`config.mk`:
```
export PLATFORM = sky130hd
export DESIGN_NAME = two_bit_branch_predictor
export DESIGN_NICKNAME = d
export VERILOG_FILES = /design/src/rtl/tbbp_pkg.sv /design/src/rtl/tbbp_index.sv /design/src/rtl/tbbp_table.sv /design/src/rtl/two_bit_branch_predictor.sv
export SDC_FILE = /design/constraint.sdc
export NUM_CORES = 2
export LEC_CHECK = 0
export BUFFER_PORTS_ARGS = -buffer_cell sky130_fd_sc_hd__buf_4
export CORE_MARGIN = 5
export CORE_UTILIZATION = 40
export DETAILED_ROUTE_END_ITERATION = 16
export PLACE_DENSITY = 0.54
export SKIP_LAST_GASP = 1
export SYNTH_ARGS = -nofsm -noshare
export SYNTH_HDL_FRONTEND = slang
export SYNTH_SLANG_ARGS = --single-unit
```
`constraint.sdc`:
```
create_clock -name clk -period 43.2 [get_ports clk]
set_input_delay 2.16 -clock clk [delete_from_list [all_inputs] [get_ports clk]]
set_output_delay 2.16 -clock clk [all_outputs]
set_load 0.02 [all_outputs]
```
`src/rtl/tbbp_pkg.sv`:
```
`timescale 1ns / 1ps
// ----------------------------------------------------------------------------
// tbbp_pkg: shared types and constants of the two-bit branch predictor
// Entry layout, stream payload widths and the entry update function.
// ----------------------------------------------------------------------------
package tbbp_pkg;

	localparam int ADDR_W  = 32;
	localparam int COUNT_W = 32;

	// Stream payloads, padded to whole bytes
	localparam int IN_DATA_W  = 40;
	localparam int OUT_DATA_W = 72;

	// One table entry: last outcome in bit 1, prediction in bit 0
	typedef struct packed {
		logic last;
		logic pred;
	} entry_t;

	localparam entry_t ENTRY_RESET = '{last: 1'b0, pred: 1'b0};

	// Hysteresis update: the prediction only flips after two agreeing outcomes
	function automatic entry_t next_entry(input entry_t cur, input logic taken);
		entry_t nxt;
		nxt = cur;
		if (cur.last == cur.pred) begin
			nxt.last = taken;
		end else if (taken == cur.last) begin
			nxt.pred = taken;
		end else begin
			nxt.last = taken;
		end
		return nxt;
	endfunction

	function automatic logic [COUNT_W-1:0] sat_inc(input logic [COUNT_W-1:0] v);
		return (v == '1) ? v : v + COUNT_W'(1);
	endfunction

endpackage

```
`src/rtl/tbbp_index.sv`:
```
`timescale 1ns / 1ps
// ----------------------------------------------------------------------------
// tbbp_index: table index pipeline
// Registers the request and reduces (address >> 1) mod ENTRIES by a
// reciprocal multiply, a back multiply and one correcting subtract.
// ----------------------------------------------------------------------------
module tbbp_index #(
	parameter int ENTRIES = 1024
) (
	input  logic                              clk,
	input  logic                              arst_n,
	input  logic                              en,
	input  logic                              in_valid,
	input  logic [tbbp_pkg::ADDR_W-1:0]       in_addr,
	input  logic                              in_taken,
	output logic                              out_valid,
	output logic [$clog2(ENTRIES)-1:0]        out_idx,
	output logic                              out_taken
);
	import tbbp_pkg::*;

	localparam int IDX_W = $clog2(ENTRIES);
	localparam int X_W   = ADDR_W - 1;
	// floor(2^32 / ENTRIES): the estimate is the quotient or one below it
	localparam logic [31:0] RECIP = 32'((64'd1 << 32) / 64'(ENTRIES));
	localparam logic [X_W-1:0] ENT_X = X_W'(ENTRIES);

	logic             valid_s1, valid_s2, valid_s3, valid_s4;
	logic [X_W-1:0]   x_s1, x_s2, x_s3;
	logic             taken_s1, taken_s2, taken_s3, taken_s4;
	logic [X_W-1:0]   q_s2;
	logic [X_W-1:0]   qn_s3;
	logic [IDX_W-1:0] idx_s4;

	logic [X_W+31:0]  prod1;
	logic [X_W-1:0]   diff;
	logic [X_W-1:0]   rem;

	assign prod1 = {32'b0, x_s1} * {{X_W{1'b0}}, RECIP};
	assign diff  = x_s3 - qn_s3;
	assign rem   = (diff >= ENT_X) ? diff - ENT_X : diff;

	always_ff @(posedge clk or negedge arst_n) begin
		if (!arst_n) begin
			valid_s1 <= 1'b0;
			valid_s2 <= 1'b0;
			valid_s3 <= 1'b0;
			valid_s4 <= 1'b0;
		end else if (en) begin
			valid_s1 <= in_valid;
			valid_s2 <= valid_s1;
			valid_s3 <= valid_s2;
			valid_s4 <= valid_s3;
		end
	end

	always_ff @(posedge clk) begin
		if (en) begin
			x_s1     <= in_addr[ADDR_W-1:1];
			taken_s1 <= in_taken;
			x_s2     <= x_s1;
			q_s2     <= prod1[X_W+31:32];
			taken_s2 <= taken_s1;
			x_s3     <= x_s2;
			qn_s3    <= X_W'(q_s2 * ENT_X);
			taken_s3 <= taken_s2;
			idx_s4   <= rem[IDX_W-1:0];
			taken_s4 <= taken_s3;
		end
	end

	assign out_valid = valid_s4;
	assign out_idx   = idx_s4;
	assign out_taken = taken_s4;

endmodule

```
`src/rtl/tbbp_table.sv`:
```
`timescale 1ns / 1ps
// ----------------------------------------------------------------------------
// tbbp_table: predictor entry memory
// One write and one registered read port, cleared by a sweep after reset.
// ----------------------------------------------------------------------------
module tbbp_table #(
	parameter int ENTRIES = 1024
) (
	input  logic                       clk,
	input  logic                       arst_n,
	input  logic                       rd_en,
	input  logic [$clog2(ENTRIES)-1:0] rd_idx,
	output tbbp_pkg::entry_t           rd_data,
	input  logic                       wr_en,
	input  logic [$clog2(ENTRIES)-1:0] wr_idx,
	input  tbbp_pkg::entry_t           wr_data,
	output logic                       busy
);
	import tbbp_pkg::*;

	localparam int IDX_W = $clog2(ENTRIES);

	entry_t           mem [ENTRIES];
	logic             clr_busy_q;
	logic [IDX_W-1:0] clr_idx_q;
	logic             mem_we;
	logic [IDX_W-1:0] mem_wa;
	entry_t           mem_wd;

	// sweep every entry to zero, one per cycle
	always_ff @(posedge clk or negedge arst_n) begin
		if (!arst_n) begin
			clr_busy_q <= 1'b1;
			clr_idx_q  <= '0;
		end else if (clr_busy_q) begin
			if (clr_idx_q == IDX_W'(ENTRIES - 1)) begin
				clr_busy_q <= 1'b0;
			end
			clr_idx_q <= clr_idx_q + IDX_W'(1);
		end
	end

	assign mem_we = clr_busy_q || wr_en;
	assign mem_wa = clr_busy_q ? clr_idx_q : wr_idx;
	assign mem_wd = clr_busy_q ? ENTRY_RESET : wr_data;

	always_ff @(posedge clk) begin
		if (mem_we) begin
			mem[mem_wa] <= mem_wd;
		end
		if (rd_en) begin
			rd_data <= mem[rd_idx];
		end
	end

	assign busy = clr_busy_q;

endmodule

```
`src/rtl/two_bit_branch_predictor.sv`:
```
`timescale 1ns / 1ps
// ----------------------------------------------------------------------------
// two_bit_branch_predictor: two-bit hysteresis branch predictor
// Takes resolved branches, returns the prediction, a hit flag and counts.
// ----------------------------------------------------------------------------
// Each request carries a resolved conditional branch (address and outcome).
// The block picks an untagged entry at (address >> 1) mod ENTRIES, reports
// that entry's prediction bit, whether it matched the outcome, and saturating
// 32-bit counts of hits and branches (this branch included), then updates the
// entry. It takes one request per cycle unless stalled; a request passes
// through the index pipeline (reciprocal multiply, back multiply, subtract),
// the registered table read and the result register. Back-pressure on the
// result side stalls the whole pipeline. After reset the table is swept to
// zero, one entry per cycle, and no request is taken until the sweep is
// done. Aliasing branches share an entry.
// ----------------------------------------------------------------------------
module two_bit_branch_predictor #(
	parameter int ENTRIES = 1024
) (
	input  logic                            clk,
	input  logic                            arst_n,
	input  logic                            s_axis_tvalid,
	output logic                            s_axis_tready,
	// [31:0] branch_address, [32] taken, [39:33] zero
	input  logic [tbbp_pkg::IN_DATA_W-1:0]  s_axis_tdata,
	output logic                            m_axis_tvalid,
	input  logic                            m_axis_tready,
	// [0] predicted_taken, [1] correct, [33:2] correct_count,
	// [65:34] branch_count, [71:66] zero
	output logic [tbbp_pkg::OUT_DATA_W-1:0] m_axis_tdata
);
	import tbbp_pkg::*;

	localparam int IDX_W = $clog2(ENTRIES);

	// pipeline advance: the result register is empty or being drained
	logic             en;
	logic             busy;

	logic             valid_s4;
	logic [IDX_W-1:0] idx_s4;
	logic             taken_s4;

	logic             valid_s5;
	logic [IDX_W-1:0] idx_s5;
	logic             taken_s5;
	logic             fwd_s5;
	entry_t           fwd_data_s5;
	entry_t           rd_data;

	entry_t           cur_entry;
	entry_t           new_entry;
	logic             hit;
	logic [COUNT_W-1:0] hit_q, seen_q;
	logic [COUNT_W-1:0] hit_nxt, seen_nxt;

	logic             out_valid_q;
	logic             out_pred_q;
	logic             out_hit_q;
	logic [COUNT_W-1:0] out_hit_cnt_q;
	logic [COUNT_W-1:0] out_seen_cnt_q;

	assign en            = !out_valid_q || m_axis_tready;
	assign s_axis_tready = en && !busy;

	// index pipeline: request register through reduced table index
	tbbp_index #(
		.ENTRIES (ENTRIES)
	) u_index (
		.clk       (clk),
		.arst_n    (arst_n),
		.en        (en),
		.in_valid  (s_axis_tvalid && s_axis_tready),
		.in_addr   (s_axis_tdata[ADDR_W-1:0]),
		.in_taken  (s_axis_tdata[ADDR_W]),
		.out_valid (valid_s4),
		.out_idx   (idx_s4),
		.out_taken (taken_s4)
	);

	// entry memory: read in stage 4, write back in stage 5
	tbbp_table #(
		.ENTRIES (ENTRIES)
	) u_table (
		.clk     (clk),
		.arst_n  (arst_n),
		.rd_en   (en),
		.rd_idx  (idx_s4),
		.rd_data (rd_data),
		.wr_en   (en && valid_s5),
		.wr_idx  (idx_s5),
		.wr_data (new_entry),
		.busy    (busy)
	);

	always_ff @(posedge clk or negedge arst_n) begin
		if (!arst_n) begin
			valid_s5 <= 1'b0;
		end else if (en) begin
			valid_s5 <= valid_s4;
		end
	end

	// The read in stage 4 sees the memory before the stage 5 write lands,
	// so bypass the fresh entry when both stages hit the same index.
	always_ff @(posedge clk) begin
		if (en) begin
			idx_s5      <= idx_s4;
			taken_s5    <= taken_s4;
			fwd_s5      <= valid_s5 && (idx_s5 == idx_s4);
			fwd_data_s5 <= new_entry;
		end
	end

	assign cur_entry = fwd_s5 ? fwd_data_s5 : rd_data;
	assign new_entry = next_entry(cur_entry, taken_s5);
	assign hit       = (cur_entry.pred == taken_s5);
	assign hit_nxt   = hit ? sat_inc(hit_q) : hit_q;
	assign seen_nxt  = sat_inc(seen_q);

	// running counts and result register
	always_ff @(posedge clk or negedge arst_n) begin
		if (!arst_n) begin
			hit_q       <= '0;
			seen_q      <= '0;
			out_valid_q <= 1'b0;
		end else if (en) begin
			out_valid_q <= valid_s5;
			if (valid_s5) begin
				hit_q  <= hit_nxt;
				seen_q <= seen_nxt;
			end
		end
	end

	always_ff @(posedge clk) begin
		if (en && valid_s5) begin
			out_pred_q     <= cur_entry.pred;
			out_hit_q      <= hit;
			out_hit_cnt_q  <= hit_nxt;
			out_seen_cnt_q <= seen_nxt;
		end
	end

	assign m_axis_tvalid = out_valid_q;
	assign m_axis_tdata  = {6'b0, out_seen_cnt_q, out_hit_cnt_q, out_hit_q, out_pred_q};

	// no request enters while the table is being swept
	assert property (@(posedge clk) disable iff (!arst_n) busy |-> !s_axis_tready)
		else $error("request taken during table clear");

	// no write-back may collide with the clearing sweep
	assert property (@(posedge clk) disable iff (!arst_n) busy |-> !valid_s5)
		else $error("entry update during table clear");

	// hits never outnumber branches
	assert property (@(posedge clk) disable iff (!arst_n) hit_q <= seen_q)
		else $error("hit count above branch count");

	// branch count moves only by one per retired branch
	assert property (@(posedge clk) disable iff (!arst_n)
		!(en && valid_s5) |=> $stable(seen_q))
		else $error("branch count changed without a branch");

endmodule
```
==> results by group <==
Run status
  – Run status: finished, final reports clean

Timing
  – Final-report hold violation count: 0
  – Highest Clock Rate: 141.6 MHz
  – Post-route setup TNS: 0 ps
  – Slew @ Worst Pin: 1242 ps
  – Final clock skew: roughly 31 ps
  – RSZ-0062 raised after global routing: false
  – Final Critical Period: 7061 ps
  – Setup WS post-layout: 36,140 ps
  – Period Utilization, post-route: 0.1634
  – Rel. slew slack: 0.1601
  – Final Max Slew Viols: 0
  – Final setup viols: 0

Die
  – CORE AREA: 230,300 um^2
  – Die ar.: 241,600 um^2
  – I/O Pins: between 100 and 150
  – Die X: 491.5 um
  – Vert. Die Dim: 491.5 um
  – Row count: 176
  – Initial Util: 0.4027

Hold path
  – Hold crit path type: reg -> reg

Clock tree
  – Num CTS Buffers: 231
  – Clock Latency Late Sink: between 800 and 900 ps
  – Post-CTS Repair Setup Buffers: 0
  – H-tree lvl count: 4
  – Post-CTS Resized: 0
  – TritonCTS clock tree: built
  – # hold bufs at CTS: 0
  – Clk sinks: about 2,300
  – Reg clk slew, reported paths: 60 ps
  – Root Buffer: clkbuf_16
  – Deepest clock path buffer count: 3

Placement
  – GPL Wtd Cong: between 0.7 and 0.8
  – Pre-CTS WS: 35,800 ps
  – Placed Instances: around 8,300
  – DPL Wire Length: roughly 140 mm
  – Port Buffers: 82

Logic synthesis
  – Synthesized area: 92,750 um^2
  – Yosys Warn Count: 0
  – Ys async rst share: 0.03592
  – Yosys reg bits: 2,255
  – Mapped Cells: about 5,500
  – Number of flops mapped to enable cells by yosys: 2,174
  – Synth cell types: 80
  – Ys flop type: edfxtp_1
  – Syn Area/Cell: 16.84 um^2
  – Seq/Total Area, Yosys: 0.7257

Worst setup path
  – CP bufs+invs: 5
  – Cell family with most CP delay: buffers and inverters
  – Reg2reg setup slack: roughly 36,000 ps
  – Max incr delay on CP: 820 ps
  – Startpoint types: flip-flop
  – CP arrival: 7590 ps
  – Crit-path cells: buf_4, buf_12, buf_4, buf_4, buf_4, mux4_2, a22o_1, a221oi_1, o22ai_1, nor4_2, nor3_1, nor3_1, o211ai_1
  – CP most frequent cell: buf_4
  – Worst-path fanout max: 93
  – CP Class: reg -> reg
  – Critical Path RT: 43,730 ps
  – Element type at the critical path end: flip-flop
  – CP max-delay cell: nor4_2

GRT
  – Initial antenna violation count: 12
  – First-pass GRT wire length: 365.7 mm
  – Aggregate global-route resource usage: 0.2070
  – Vias in the first global route: just over 50,000
  – Total gr overflow: 0
  – Largest net degree at the start of global routing: 234

Pwr
  – Maximum VDD drop: 0.0001805 V
  – Leakage power: 32.45 nW
  – Power Density: 69.97 nW/um^2

Detailed routing
  – DR DRC count: 0
  – Post-DRT Antenna Nets: 0
  – Vias: a little over 50,000
  – Wire per inst: 29.12 um
  – Vias/cell: 5.757
  – Routed WL: around 250 mm
  – Pre-antenna DRT Iters: 5
  – DRT iter0 DRCs: 5,637

Layout
  – Final Core Density: 0.4490
  – Fin nets: 5,571
  – Area Overhead vs Synth: 11.51%
  – Final std cells w/o fill: 8,746
  – Share of cells above drive strength 1: 0.1765
  – Fillers: 20,125

Job
  – Max-cap violation count: 0
final cells by class:
type / instances / area (um^2) / share of cell area
tap: 3026 / 3786 / 0.03661
inverter: 21 / 82.58 / 0.0007985
antenna: 2 / 5.005 / 0.00004839
clock buffer: 297 / 6165 / 0.05961
clock inverter: 132 / 1202 / 0.01163
multi-input combinational: 2800 / 23180 / 0.2242
timing repair buffer: 213 / 1687 / 0.01631
sequential: 2255 / 67310 / 0.6508
per-stage QoR:
| stage | hold WS, ps | power [mW] | area (um^2) |
|---|---|---|---|
| after floorplan | 400.3 | 5.303 | 92770 |
| after global placement | 402.7 | 5.329 | 96050 |
| after detailed placement | 404.5 | 5.354 | 96050 |
| after CTS | 416.3 | 7.306 | 103400 |
| after global routing | 422.1 | 7.516 | 103400 |
| final | 410.8 | 7.236 | 103400 |
Yosys cell counts, drive strengths merged, types with 8 or more instances:
cell	count	share of area
a211oi	8	0.00065
a21oi	77	0.0042
a221oi	18	0.0020
a22o	15	0.0014
a22oi	59	0.0048
a32oi	8	0.00076
and3	15	0.0010
buf	175	0.015
clkbuf	260	0.011
dfrtp	80	0.022
edfxtp	2174	0.70
inv	19	0.00077
mux2	19	0.0023
mux2i	220	0.024
mux4	428	0.10
nand2	157	0.0064
nand2b	18	0.0013
nand3	72	0.0039
nand4	32	0.0022
nor2	1106	0.045
nor2b	16	0.0011
nor3	73	0.0040
nor4	13	0.0011
o211ai	8	0.00065
o21ai	47	0.0025
o221ai	84	0.0079
o22ai	54	0.0036
or3	20	0.0013
or4	8	0.00065
xnor2	91	0.0086
xor2	54	0.0051
state kept, by name, summed over array words and instances, names as in the netlist, 2 cells and up:
register,cells
u_index.x_s2,10
u_table.mem,2048
u_table.rd_data,2
hit_q,32
u_index.out_idx,10
u_index.x_s1,10
seen_q,32
u_table.clr_idx_q,10
u_index.x_s3,10
fwd_data_s5,2
out_seen_cnt_q,32
out_hit_cnt_q,32
idx_s5,10
metal layers:
| metal | part of all wire | GRT usage | vias to the layer above | routed length [um] |
|---|---|---|---|---|
| li1 | - | - | 21446 | - |
| met1 | 0.43 | 0.2939 | 26720 | 108400 |
| met2 | 0.48 | 0.3359 | 1847 | 122200 |
| met3 | 0.067 | 0.02997 | 336 | 17110 |
| met4 | 0.027 | 0.05822 | 0 | 6922 |
| met5 | 0 | 0 | - | 0 |
logic make-up after synthesis:
| family | Yosys count | share of synthesized area |
|---|---|---|
| AOI/OAI and AO/OA | 416 | 0.03200 |
| other | 1 | 0.00004043 |
| DFF | 2255 | 0.7257 |
| and+or+nand+nor | 1561 | 0.07011 |
| buffers and inverters | 456 | 0.02667 |
| xor gates and xnor gates | 145 | 0.01369 |
| adders and majority gates | 5 | 0.0006745 |
| muxes | 667 | 0.1311 |
worst register-to-register path, stage by stage (launching register included):
cell and delay, ps:
edfxtp_1 320, buf_4 580, buf_12 590, buf_4 720
buf_4 760, buf_4 670, mux4_2 620, a22o_1 260
a221oi_1 480, o22ai_1 220, nor4_2 820, nor3_1 220
nor3_1 230, o211ai_1 250
where the power goes:
part | switching (mW) | total (mW) | internal (mW)
registers | 0.0324 | 3.24 | 3.20
clock network | 0.831 | 1.96 | 1.13
logic | 1.51 | 2.04 | 0.528
cell usage in the layout (no fill, tap or decap), drive strengths merged, types with 13 or more instances in the layout:
master / count
a21oi: 77
nand2b: 18
a22oi: 59
o221ai: 84
edfxtp: 2174
nand4: 32
mux2i: 220
dfrtp: 80
o21ai: 47
xor2: 54
nor4: 13
a22o: 15
nor3: 73
buf: 213
mux2: 19
nor2b: 16
clkinv: 103
nor2: 1106
a221oi: 18
inv: 24
clkbuf: 297
or3: 20
nand2: 157
nand3: 72
and3: 15
bufinv: 21
xnor2: 91
o22ai: 54
mux4: 428
path summary, 6_finish.rpt:
kind                                     from                 end  depth (start not counted)
setup / recovery           u_index.out_idx[0]  u_table.rd_data[1]                         13
hold / removal                u_index.x_s3[5]  u_index.out_idx[5]                          0
setup reg to reg           u_index.out_idx[0]  u_table.rd_data[1]                         13
hold reg to reg               u_index.x_s3[5]  u_index.out_idx[5]                          0
max in group asynchronous              arst_n          seen_q[25]                          2
min in group asynchronous              arst_n    u_index.valid_s1                          1
Note: power is estimated with default switching activity, not from simulation.
